`src/hdl/apd_pkg.sv`:
```
// Package for the 1-D average pooling block: field widths, register codes
// and the record that travels down the divider chain. No dependencies.
package apd_pkg;

    localparam int MAX_KERNEL = 64;
    localparam int MAX_ROW    = 4096;
    localparam int SAMPLE_W   = 16;

    localparam int KLEN_W = 7;
    localparam int STEP_W = 8;
    localparam int ROW_W  = 13;
    localparam int POS_W  = 12;
    localparam int CFG_W  = ROW_W;

    // A window length changed in mid-row leaves stale terms in the running sum.
    // A row adds at most MAX_ROW samples and removes at most MAX_ROW, so the sum
    // is sized for both and never wraps.
    localparam int SUM_W      = SAMPLE_W + $clog2(MAX_ROW) + 1;
    localparam int DIV_STAGES = SUM_W;

    typedef enum logic [1:0] {
        CFG_KERNEL_LEN = 2'd0,
        CFG_STEP_SIZE  = 2'd1,
        CFG_ROW_LENGTH = 2'd2
    } cfg_index_t;

    // One window on its way through the restoring divider.
    typedef struct packed {
        logic              valid;
        logic [KLEN_W-1:0] rem;
        logic [SUM_W-1:0]  word;   // dividend bits on entry, quotient bits on exit
        logic              neg;
        logic [KLEN_W-1:0] k;
        logic [POS_W-1:0]  idx;
        logic              done;
    } div_stage_t;

endpackage

```
`src/hdl/apd_tap_cell.sv`:
```
// One cell of the sample delay line: holds one sample and hands it to the
// next cell on every accepted sample. Depends on apd_pkg.
module apd_tap_cell
    import apd_pkg::*;
(
    input  logic                       clk,
    input  logic                       shift_en,
    input  logic                       hit,
    input  logic signed [SAMPLE_W-1:0] d,
    output logic signed [SAMPLE_W-1:0] q,
    output logic signed [SAMPLE_W-1:0] tap
);

    logic signed [SAMPLE_W-1:0] data_reg;

    always_ff @(posedge clk)
    begin
        if (shift_en)
        begin
            data_reg <= d;
        end
    end

    assign q   = data_reg;
    // Only the selected cell passes its value to its tap; the others give zero to the OR.
    assign tap = hit ? data_reg : '0;

endmodule

```
`src/hdl/apd_tap_line.sv`:
```
// Delay line of MAX_KERNEL tap cells; returns the sample that is kernel_len
// samples old. Depends on apd_pkg and apd_tap_cell.
module apd_tap_line
    import apd_pkg::*;
(
    input  logic                       clk,
    input  logic                       shift_en,
    input  logic signed [SAMPLE_W-1:0] sample_in,
    input  logic [KLEN_W-1:0]          k_eff,
    output logic signed [SAMPLE_W-1:0] old_sample
);

    logic signed [SAMPLE_W-1:0] link [MAX_KERNEL+1];
    logic signed [SAMPLE_W-1:0] taps [MAX_KERNEL];
    logic [MAX_KERNEL-1:0]      hit;
    logic [KLEN_W-1:0]          sel;

    assign sel     = k_eff - KLEN_W'(1);
    assign link[0] = sample_in;

    always_comb
    begin
        for (int i = 0; i < MAX_KERNEL; i++)
        begin
            hit[i] = (KLEN_W'(i) == sel);
        end
    end

    for (genvar g = 0; g < MAX_KERNEL; g++)
    begin : g_cell
        apd_tap_cell u_cell (
            .clk      (clk),
            .shift_en (shift_en),
            .hit      (hit[g]),
            .d        (link[g]),
            .q        (link[g+1]),
            .tap      (taps[g])
        );
    end

    always_comb
    begin
        old_sample = '0;
        for (int i = 0; i < MAX_KERNEL; i++)
        begin
            old_sample = old_sample | taps[i];
        end
    end

endmodule

```
`src/hdl/apd_div_cell.sv`:
```
// One step of the restoring divider: brings down one dividend bit and
// produces one quotient bit. Depends on apd_pkg.
module apd_div_cell
    import apd_pkg::*;
(
    input  logic       clk,
    input  logic       rst_n,
    input  logic       load,
    input  div_stage_t d,
    output div_stage_t q
);

    logic              valid_reg;
    div_stage_t        data_reg;
    div_stage_t        data_next;
    logic [KLEN_W:0]   shifted;
    logic              ge;

    always_comb
    begin
        shifted   = {d.rem, d.word[SUM_W-1]};
        ge        = (shifted >= {1'b0, d.k});
        data_next = d;
        data_next.rem  = ge ? KLEN_W'(shifted - {1'b0, d.k}) : shifted[KLEN_W-1:0];
        data_next.word = {d.word[SUM_W-2:0], ge};
    end

    always_ff @(posedge clk or negedge rst_n)
    begin
        if (!rst_n)
        begin
            valid_reg <= 1'b0;
        end
        else if (load)
        begin
            valid_reg <= d.valid;
        end
    end

    always_ff @(posedge clk)
    begin
        if (load)
        begin
            data_reg <= data_next;
        end
    end

    always_comb
    begin
        q       = data_reg;
        q.valid = valid_reg;
    end

endmodule

```
`src/hdl/apd_divider.sv`:
```
// Chain of divider cells plus the output register with sign restore and
// saturation. Depends on apd_pkg and apd_div_cell.
module apd_divider
    import apd_pkg::*;
(
    input  logic                       clk,
    input  logic                       rst_n,
    input  div_stage_t                 entry,
    output logic                       entry_ready,
    output logic                       out_valid,
    input  logic                       out_stall,
    output logic signed [SAMPLE_W-1:0] mean,
    output logic [POS_W-1:0]           out_index,
    output logic                       row_done
);

    localparam logic [SUM_W-1:0] POS_LIMIT = SUM_W'((1 << (SAMPLE_W - 1)) - 1);
    localparam logic [SUM_W-1:0] NEG_LIMIT = SUM_W'(1 << (SAMPLE_W - 1));

    div_stage_t             stage [DIV_STAGES+1];
    logic [DIV_STAGES:0]    ready;

    logic                       valid_reg;
    logic signed [SAMPLE_W-1:0] mean_reg;
    logic signed [SAMPLE_W-1:0] mean_next;
    logic [POS_W-1:0]           index_reg;
    logic                       done_reg;
    div_stage_t                 tail;

    assign stage[0] = entry;
    assign tail     = stage[DIV_STAGES];

    // A stage takes new data when it is empty or its content moves on.
    always_comb
    begin
        ready[DIV_STAGES] = !valid_reg || !out_stall;
        for (int i = DIV_STAGES - 1; i >= 0; i--)
        begin
            ready[i] = !stage[i+1].valid || ready[i+1];
        end
    end
    assign entry_ready = ready[0];

    for (genvar g = 0; g < DIV_STAGES; g++)
    begin : g_stage
        apd_div_cell u_cell (
            .clk   (clk),
            .rst_n (rst_n),
            .load  (ready[g]),
            .d     (stage[g]),
            .q     (stage[g+1])
        );
    end

    always_comb
    begin
        if (tail.neg)
        begin
            mean_next = (tail.word > NEG_LIMIT) ? signed'(NEG_LIMIT[SAMPLE_W-1:0])
                      : signed'(SAMPLE_W'(0) - tail.word[SAMPLE_W-1:0]);
        end
        else
        begin
            mean_next = (tail.word > POS_LIMIT) ? signed'(POS_LIMIT[SAMPLE_W-1:0])
                      : signed'(tail.word[SAMPLE_W-1:0]);
        end
    end

    always_ff @(posedge clk or negedge rst_n)
    begin
        if (!rst_n)
        begin
            valid_reg <= 1'b0;
        end
        else if (ready[DIV_STAGES])
        begin
            valid_reg <= tail.valid;
        end
    end

    always_ff @(posedge clk)
    begin
        if (ready[DIV_STAGES])
        begin
            mean_reg  <= mean_next;
            index_reg <= tail.idx;
            done_reg  <= tail.done;
        end
    end

    assign out_valid = valid_reg;
    assign mean      = mean_reg;
    assign out_index = index_reg;
    assign row_done  = done_reg;

endmodule

```
`src/hdl/avg_pool1d_forward.sv`:
```
// Top level of the 1-D average pooling block: configuration registers, row
// bookkeeping and the running window sum. Depends on apd_pkg, apd_tap_line, apd_divider.
//
//   Channel   Handshake           Payload
//   -------   ------------------  --------------------------------
//   input     in_valid/in_stall   sample
//   output    out_valid/out_stall mean, out_index, row_done
//   config    cfg_we              cfg_index, cfg_data
//
// One sample transaction is taken per clock cycle while the output side drains.
// A result passes through the 29 divider cells, one bit of the quotient per divider
// cell, and then through the output register.
// Reset clears the configuration to its defaults and the row state to the start
// of a row; the sample delay line needs no clearing.
// A stalled output fills the divider chain bubble by bubble before in_stall rises.
module avg_pool1d_forward
    import apd_pkg::*;
(
    input  logic                       clk,
    input  logic                       rst_n,

    input  logic                       cfg_we,
    input  logic [1:0]                 cfg_index,
    input  logic [CFG_W-1:0]           cfg_data,

    input  logic                       in_valid,
    output logic                       in_stall,
    input  logic signed [SAMPLE_W-1:0] sample,

    output logic                       out_valid,
    input  logic                       out_stall,
    output logic signed [SAMPLE_W-1:0] mean,
    output logic [POS_W-1:0]           out_index,
    output logic                       row_done
);

    // Configuration registers.
    logic [KLEN_W-1:0] kernel_len_reg;
    logic [STEP_W-1:0] step_size_reg;
    logic [ROW_W-1:0]  row_length_reg;

    // Row state.
    logic signed [SUM_W-1:0] sum_reg;
    logic signed [SUM_W-1:0] sum_next;
    logic [POS_W-1:0]        pos_reg;
    logic [STEP_W-1:0]       stride_reg;
    logic [STEP_W-1:0]       stride_next;
    logic [POS_W-1:0]        outpos_reg;

    logic [KLEN_W-1:0] k_eff;
    logic [STEP_W-1:0] st_eff;
    logic [ROW_W-1:0]  rl_eff;

    logic                       accept;
    logic                       entry_ready;
    logic signed [SAMPLE_W-1:0] old_sample;
    logic [ROW_W-1:0]           pos_ext;
    logic [ROW_W-1:0]           pos_plus1;
    logic                       last;
    logic                       drop_old;
    logic                       full;
    logic                       emit;
    logic                       done;
    logic [STEP_W:0]            stride_inc;
    logic [SUM_W-1:0]           sum_mag;
    div_stage_t                 entry;

    // Out-of-range register values are pulled into the legal range here.
    always_comb
    begin
        if (kernel_len_reg == '0)
        begin
            k_eff = KLEN_W'(1);
        end
        else if (kernel_len_reg > KLEN_W'(MAX_KERNEL))
        begin
            k_eff = KLEN_W'(MAX_KERNEL);
        end
        else
        begin
            k_eff = kernel_len_reg;
        end

        st_eff = (step_size_reg == '0) ? STEP_W'(1) : step_size_reg;

        if (row_length_reg == '0)
        begin
            rl_eff = ROW_W'(1);
        end
        else if (row_length_reg > ROW_W'(MAX_ROW))
        begin
            rl_eff = ROW_W'(MAX_ROW);
        end
        else
        begin
            rl_eff = row_length_reg;
        end
    end

    always_ff @(posedge clk or negedge rst_n)
    begin
        if (!rst_n)
        begin
            kernel_len_reg <= KLEN_W'(2);
            step_size_reg  <= STEP_W'(2);
            row_length_reg <= ROW_W'(MAX_ROW);
        end
        else if (cfg_we)
        begin
            unique case (cfg_index)
                CFG_KERNEL_LEN: kernel_len_reg <= cfg_data[KLEN_W-1:0];
                CFG_STEP_SIZE:  step_size_reg  <= cfg_data[STEP_W-1:0];
                CFG_ROW_LENGTH: row_length_reg <= cfg_data[ROW_W-1:0];
                default:
                begin
                end
            endcase
        end
    end

    assign in_stall = !entry_ready;
    assign accept   = in_valid && entry_ready;

    // The delay line keeps the most recent samples; the selected tap is the
    // sample that leaves the window when this one enters.
    apd_tap_line u_taps (
        .clk        (clk),
        .shift_en   (accept),
        .sample_in  (sample),
        .k_eff      (k_eff),
        .old_sample (old_sample)
    );

    always_comb
    begin
        pos_ext   = {1'b0, pos_reg};
        pos_plus1 = pos_ext + ROW_W'(1);
        last      = (pos_plus1 >= rl_eff);
        drop_old  = (pos_ext >= ROW_W'(k_eff));
        full      = (pos_plus1 >= ROW_W'(k_eff));
        emit      = full && (stride_reg == '0);
        done      = last || ((pos_ext + ROW_W'(st_eff)) >= rl_eff);

        sum_next = sum_reg + SUM_W'(sample);
        if (drop_old)
        begin
            sum_next = sum_next - SUM_W'(old_sample);
        end

        // The stride counter wraps when it reaches the step size.
        stride_inc  = {1'b0, stride_reg} + (STEP_W+1)'(1);
        stride_next = (stride_inc >= {1'b0, st_eff}) ? '0 : stride_inc[STEP_W-1:0];

        // The divider works on the magnitude; the sign is restored at its end.
        sum_mag = sum_next[SUM_W-1] ? (SUM_W'(0) - unsigned'(sum_next)) : unsigned'(sum_next);

        entry.valid = accept && emit;
        entry.rem   = '0;
        entry.word  = sum_mag;
        entry.neg   = sum_next[SUM_W-1];
        entry.k     = k_eff;
        entry.idx   = outpos_reg;
        entry.done  = done;
    end

    always_ff @(posedge clk or negedge rst_n)
    begin
        if (!rst_n)
        begin
            sum_reg    <= '0;
            pos_reg    <= '0;
            stride_reg <= '0;
            outpos_reg <= '0;
        end
        else if (accept)
        begin
            if (last)
            begin
                // The row is finished: the window starts over with the next sample.
                sum_reg    <= '0;
                pos_reg    <= '0;
                stride_reg <= '0;
                outpos_reg <= '0;
            end
            else
            begin
                sum_reg <= sum_next;
                pos_reg <= pos_plus1[POS_W-1:0];
                if (full)
                begin
                    stride_reg <= stride_next;
                end
                if (emit)
                begin
                    outpos_reg <= outpos_reg + POS_W'(1);
                end
            end
        end
    end

    apd_divider u_div (
        .clk         (clk),
        .rst_n       (rst_n),
        .entry       (entry),
        .entry_ready (entry_ready),
        .out_valid   (out_valid),
        .out_stall   (out_stall),
        .mean        (mean),
        .out_index   (out_index),
        .row_done    (row_done)
    );

endmodule

```
`config.mk`:
```
export PLATFORM = sky130hd
export DESIGN_NAME = avg_pool1d_forward
export DESIGN_NICKNAME = d
export VERILOG_FILES = /design/src/hdl/apd_pkg.sv /design/src/hdl/apd_tap_cell.sv /design/src/hdl/apd_tap_line.sv /design/src/hdl/apd_div_cell.sv /design/src/hdl/apd_divider.sv /design/src/hdl/avg_pool1d_forward.sv
export SDC_FILE = /design/constraint.sdc
export NUM_CORES = 2
export LEC_CHECK = 0
export BUFFER_PORTS_ARGS = -buffer_cell sky130_fd_sc_hd__buf_2
export CAP_MARGIN = 20
export CORE_MARGIN = 4
export CORE_UTILIZATION = 60
export DETAILED_ROUTE_END_ITERATION = 8
export GPL_ROUTABILITY_DRIVEN = 0
export GPL_TIMING_DRIVEN = 0
export HOLD_SLACK_MARGIN = 0.02
export PLACE_DENSITY_LB_ADDON = 0.1
export SYNTH_ARGS = -nofsm -noshare
export SYNTH_HDL_FRONTEND = slang
export SYNTH_SLANG_ARGS = --single-unit
```
`constraint.sdc`:
```
create_clock -name clk -period 46.4 [get_ports clk]
set_input_delay 4.64 -clock clk [delete_from_list [all_inputs] [get_ports clk]]
set_output_delay 4.64 -clock clk [all_outputs]
set_load 0.05 [all_outputs]
```
======== Yosys cells after proc, flatten, opt, wreduce, memory -nomap -nowiden ========
Index checks and enable logic that the tools add are counted.
storage, ports and cells
  flip-flop bits (word level) ............. 2811
  input bits .............................. 36
  output and inout bits ................... 31
  logic and storage cells ................. 668
cells by class
  add/sub/neg operators ................... 37
  $lt $le $gt $ge ......................... 38
  eq/ne operators ......................... 65
  mux-type cells .......................... 109
  bitwise logic cells ..................... 63
  reduce and logical (&&, ||, !) cells .... 79
operators by type and width
  operator                 count
  $mux W16                 67
  $or A16 B16 Y16          63
  $eq A6 B7 Y1 const A     32
  $ge A8 B7 Y1             28
  $mux W7                  29
  $sub A7 B7 Y7            27
  $eq A5 B7 Y1 const A     16
  $mux W29                 3
  $eq A4 B7 Y1 const A     8
  $mux W12                 3
  $logic_not A1 Y1         32
  $mux W8                  4
  $logic_or A1 B1 Y1       31
  $add A29 B16 Y29         1
  $gt A29 B15 Y1 const B   1
  $gt A29 B16 Y1 const B   1
  $sub A1 B29 Y29 const A  1
  $sub A29 B16 Y29         1
  $eq A3 B7 Y1 const A     4
  $ge A13 B13 Y1           2
  $mux W13                 2
  $logic_not A8 Y1         2
  $sub A1 B16 Y16 const A  1
  $eq A2 B7 Y1 const A     2
  22 further kinds         30

======== Logic depth before layout (Yosys ltp) ========
  depth after elaboration ................. 75
  depth in mapped cells ................... 32
  gate-level depth less buffers ........... 27

======== Modules after synthesis ========
From an unflattened synthesis, not the netlist that was laid out.
second synthesis, totals
  cells, all modules ...................... 7366
  area, all modules ....................... 117395.1 um^2
modules (own cells, without submodules)
  module                                        instances  cells an instance  area an instance (um^2)
  apd_div_cell at u_div.g_stage[0].u_cell ...   25         118                2219.6
  apd_tap_cell                                  64         33                 606.8
  avg_pool1d_forward                            1          1196               9661.8
  apd_div_cell at u_div.g_stage[25].u_cell ...  4          118                2199.6
  apd_tap_line                                  1          446                2743.9
  apd_divider                                   1          190                1863.0

======== Worst setup path before layout ========
Ideal clock, no wire load.
  path type ............................... input to register
  start ................................... input port out_stall
  end ..................................... register u_taps.g_cell[0].u_cell.data_reg[0] (enable)
  setup time .............................. 1786 ps
  arrival time ............................ 38906 ps
  setup slack ............................. 5708 ps
  stages .................................. 12
  buffers on the path ..................... 1
  cell sequence ........................... and3_1 nand3_1 nor2_1 inv_1 nor4_1 inv_1 nor3_2 and3_1 nand3_1 nand2_1 inv_1 clkbuf_1
on the way
  word-level cells in the longest chain between the ends .. 32
RTL lines
  element                            line                       text
  from (decl)                        avg_pool1d_forward.sv:31   input logic out_stall,
  $logic_not A1 Y1                   apd_divider.sv:36          ready[DIV_STAGES] = !valid_reg || !out_stall;
  $logic_or A1 B1 Y1                 apd_divider.sv:36
  $logic_or A1 B1 Y1 (5 in series)   apd_divider.sv:39          ready[i] = !stage[i+1].valid || ready[i+1];
  via u_div.g_stage[24].u_cell.load  apd_div_cell.sv:8          input logic load,
  $logic_or A1 B1 Y1                 apd_divider.sv:39
  via u_div.g_stage[23].u_cell.load  apd_div_cell.sv:8
  $logic_or A1 B1 Y1 (11 in series)  apd_divider.sv:39
  via u_div.g_stage[12].u_cell.load  apd_div_cell.sv:8
  $logic_or A1 B1 Y1 (12 in series)  apd_divider.sv:39
  $logic_and A1 B1 Y1                avg_pool1d_forward.sv:122  assign accept = in_valid && entry_ready;
  via accept                         avg_pool1d_forward.sv:54   logic accept;
  to (signal assigned)               apd_tap_cell.sv:20         data_reg <= d;
  to (decl)                          apd_tap_cell.sv:14         logic signed [SAMPLE_W-1:0] data_reg;
The timed path passes the listed nets, and every way through them passes these cells.
A chain may end at the register's enable or synchronous reset.

======== Worst setup path in the final report ========
  start ................................... input port out_stall
  end ..................................... output port in_stall
on the way
  word-level cells in the longest chain between the ends .. 32
RTL lines
  element                            line                       text
  $logic_not A1 Y1                   apd_divider.sv:36
  $logic_or A1 B1 Y1                 apd_divider.sv:36
  $logic_or A1 B1 Y1 (5 in series)   apd_divider.sv:39
  via u_div.g_stage[24].u_cell.load  apd_div_cell.sv:8
  $logic_or A1 B1 Y1                 apd_divider.sv:39
  via u_div.g_stage[23].u_cell.load  apd_div_cell.sv:8
  $logic_or A1 B1 Y1 (11 in series)  apd_divider.sv:39
  via u_div.g_stage[12].u_cell.load  apd_div_cell.sv:8
  $logic_or A1 B1 Y1 (12 in series)  apd_divider.sv:39
  $logic_not A1 Y1                   avg_pool1d_forward.sv:121  assign in_stall = !entry_ready;
  to (decl)                          avg_pool1d_forward.sv:27   output logic in_stall,
The timed path passes the listed nets, and every way through them passes these cells.

==> results.md <==
- Initial DRC Count: 8333
- H-tree lvl count: 5
- RSZ-0062 raised after global routing: no
- Routed vias/inst: 6.285
- Multi-input logic area: 0.02262 mm^2
- PwrDens: 66.79 mW/mm^2
- Max-cap violation count: 0
- First-pass GRT wire length: 363.6 mm
- Hold_buf cts: 0
- Non-Filler Instances: 9579
- Vias in the first global route: 59270
- RR Startpoint: kernel_len_reg[6]
- Utilization after layout: 0.6915
- I/O pins: 67
- Post_cts resized: 0
- Clock latency on the worst-skew pair: 910 ps
- Largest net degree at the start of global routing: 76
- Layout cell share with drive strength beyond 1: 0.1092
- Sequential share of the synthesized area: 0.7746
- Clock Pin Slew Worst Setup and Hold Paths: 60 ps
- Total CTS buffers: between 200 and 300
- Hold_sp: u_div.g_stage[0].u_cell.q[7]
- Post-route ant nets: 0
- Wire per inst: 25.61 um
- Cell area after synthesis: between 0.1 and 0.15 mm^2
- Unique cell type count in the Yosys netlist: 93
- Max-slew violations: 0
- Primary FF master, synth: edfxtp_1
- Max reg flops: 1639
- Root Buffer: clkbuf_16
- Final Hold Fails: 0
- Post-place setup slack: 31970 ps
- Critical path required time: about 42000 ps
- Sequential Area: about 0.084 mm^2
- Number of fill cells in the layout: between 10000 and 15000
- Fmax: 69.23 MHz
- Clock buffer depth: 4
- Initial Util: 0.6052
- Worst setup EP type: primary output
- Fin crit period: 14440 ps
- Max VDD drop: 0.04269 mV
- Yosys warnings: 0
- Syn avg cell area: 16.70 um^2
- Slew headroom: 0.1066
- Pre-antenna DRT Iters: 8
- Setup CP Type: in2out
- Number of synthesized flops with an enable pin: 2692
- Seq cells post-synth: roughly 2800
- Final WS setup: 31960 ps
- CP startpoint kind: input pin
- Post-Syn Nets: 6863
- Status: finished, final reports clean
- Post-Route WL: 245.3 mm
- Post-CTS Setup Bufs: 0
- Final setup viols: 0
- CTS Sinks: about 2800
- Die height: around 430 um
- Overflow after GRT: 0
- Leak: 46.61 nW
- Post-synth ARST share: 0.04233
- Vias: around 60000
- Die ar.: 0.1872 mm^2
- Critical Path AT: 9800 ps
- Critical path peak fanout: 60
- Post-Place Cells: 9047
- Core Region: 0.1788 mm^2
- Cell count after synthesis: between 6000 and 7000
- Area growth from synthesis to layout: 14.27%
- CTS tree: done
- Net count, final: 7378
- Core Rows: 155
- DPL Wire Length: 169.5 mm
- Die W: 432.7 um
- Clock skew: approximately 57 ps
- GRT Total Usage: 0.2619
- Hold WS: 391.6 ps
- I/O Buffers: 66
- Tcrit/Tclk final: 0.3113
- Worst setup path startpoint: out_stall
- Initial antenna violation count: 17
- Worst min path class: reg2reg
- Worst slew pin tran: ~1300 ps
- DRC viols: 0
[per-layer routing]
layer | wire length (um) | vias to the layer above | global-route usage
li1 | - | 26440 | -
met1 | 91440 | 29470 | 0.3429
met2 | 109300 | 3548 | 0.3921
met3 | 31730 | 730 | 0.09646
met4 | 12630 | 24 | 0.1260
met5 | 172 | - | 0
[final cells by class]
class / count / share of cell area
Sequential cell: 2811 / 0.6779
Multi-Input combinational cell: 3132 / 0.1829
Clock buffer: 347 / 0.06187
Tap cell: 2355 / 0.02383
Timing Repair Buffer: 223 / 0.02308
Clock inverter: 158 / 0.01357
Inverter: 359 / 0.01090
Buffer: 178 / 0.005677
Antenna cell: 16 / 0.0003238
[where the power goes]
| part | internal, mW | switching (mW) |
|---|---|---|
| Combinational | 0.804 | 1.27 |
| Clock | 1.36 | 0.927 |
| Sequential | 3.63 | 0.259 |
[critical path, cell delays in order]
cell and delay [ps]:
buf_2 90, and3_1 370, nand3_4 720, nor2_1 410, inv_2 370, nor4_1 970, inv_2 440, nor3_2 610
and3_1 400, nand3_4 120, buf_16 210, inv_1 90, buf_2 260
[stage by stage]
stage          total power [mW]  instance area [um^2]  setup TNS [ps]
2_1_floorplan             5.394                108200               0
4_1_cts                   8.288                123500               0
3_5_place_dp              5.975                114200               0
5_1_grt                   8.717                123600               0
3_3_place_gp              5.936                111500        -7283350
6_report                  8.259                123700               0
[cells in the final DEF, fill, tap and decap left out, types with 59 or more instances in the layout]
cell type     n
edfxtp_1   2692
nand2_1     372
inv_1       350
o21ai_0     338
ha_1        317
clkbuf_16   298
a22oi_1     212
clkbuf_1    202
nor2_1      165
nand4_1     130
a21oi_1     121
dfrtp_1     116
xor2_1      102
nand3_1      96
nor2b_1      96
nand2b_1     94
a22o_1       83
a221oi_1     81
a21o_1       78
buf_2        76
xnor2_1      69
o31ai_1      62
a222oi_1     59
[final timing paths]
check / end / slack, ps / depth (start not counted)
worst max-delay path: in_stall / 31960 / 13
min in group asynchronous: sum_reg[24] / 3680 / 1
worst min register to register: u_div.g_stage[1].u_cell.q[7] / 390 / 0
worst max register to register: u_div.g_stage[0].u_cell.q[52] / 36530 / 28
max in group asynchronous: kernel_len_reg[1] / 41890 / 2
worst min-delay path: u_div.g_stage[1].u_cell.q[7] / 390 / 0
[synth_stat cells (20+ instances only)]
cell / number / area, um^2
or3_1: 28 / 175.2
and3_1: 30 / 187.7
xnor2_1: 69 / 604.3
clkbuf_1: 158 / 593.1
nor2_1: 178 / 668.1
or4_1: 33 / 247.7
a22o_1: 83 / 727.0
a21o_1: 78 / 585.6
nand2_1: 382 / 1434
o21a_1: 20 / 150.1
a222oi_1: 59 / 590.6
dfrtp_1: 116 / 2903
o21ai_0: 338 / 1692
ha_1: 317 / 3966
inv_1: 358 / 1344
nor2b_1: 96 / 600.6
o211a_1: 31 / 310.3
nor3_1: 60 / 300.3
xor2_1: 102 / 893.4
a221oi_1: 81 / 709.4
nand2b_1: 94 / 588.1
mux2_2: 31 / 349.1
nor4_1: 30 / 187.7
mux2i_1: 32 / 320.3
and2_1: 46 / 287.8
a22oi_1: 212 / 1592
nand3_1: 103 / 515.5
o31ai_1: 62 / 465.5
a21oi_1: 121 / 605.6
edfxtp_1: 2692 / 80840
fa_1: 30 / 600.6
or2_2: 21 / 131.4
a211oi_1: 20 / 150.1
nand4_1: 130 / 813.3
[cells by family (layout without fill, tap and decap cells)]
kind of cell,after synthesis,after routing,share of synthesized area
simple gates,1290,1290,0.06143
mux,64,64,0.006325
buf+inv,537,1265,0.01887
fa+ha+maj,347,347,0.04220
compound gates,1258,1258,0.08235
xor+xnor,173,173,0.01425
other cells,0,16,0
flops,2811,2811,0.7746
(Power assumes the default switching activity.)
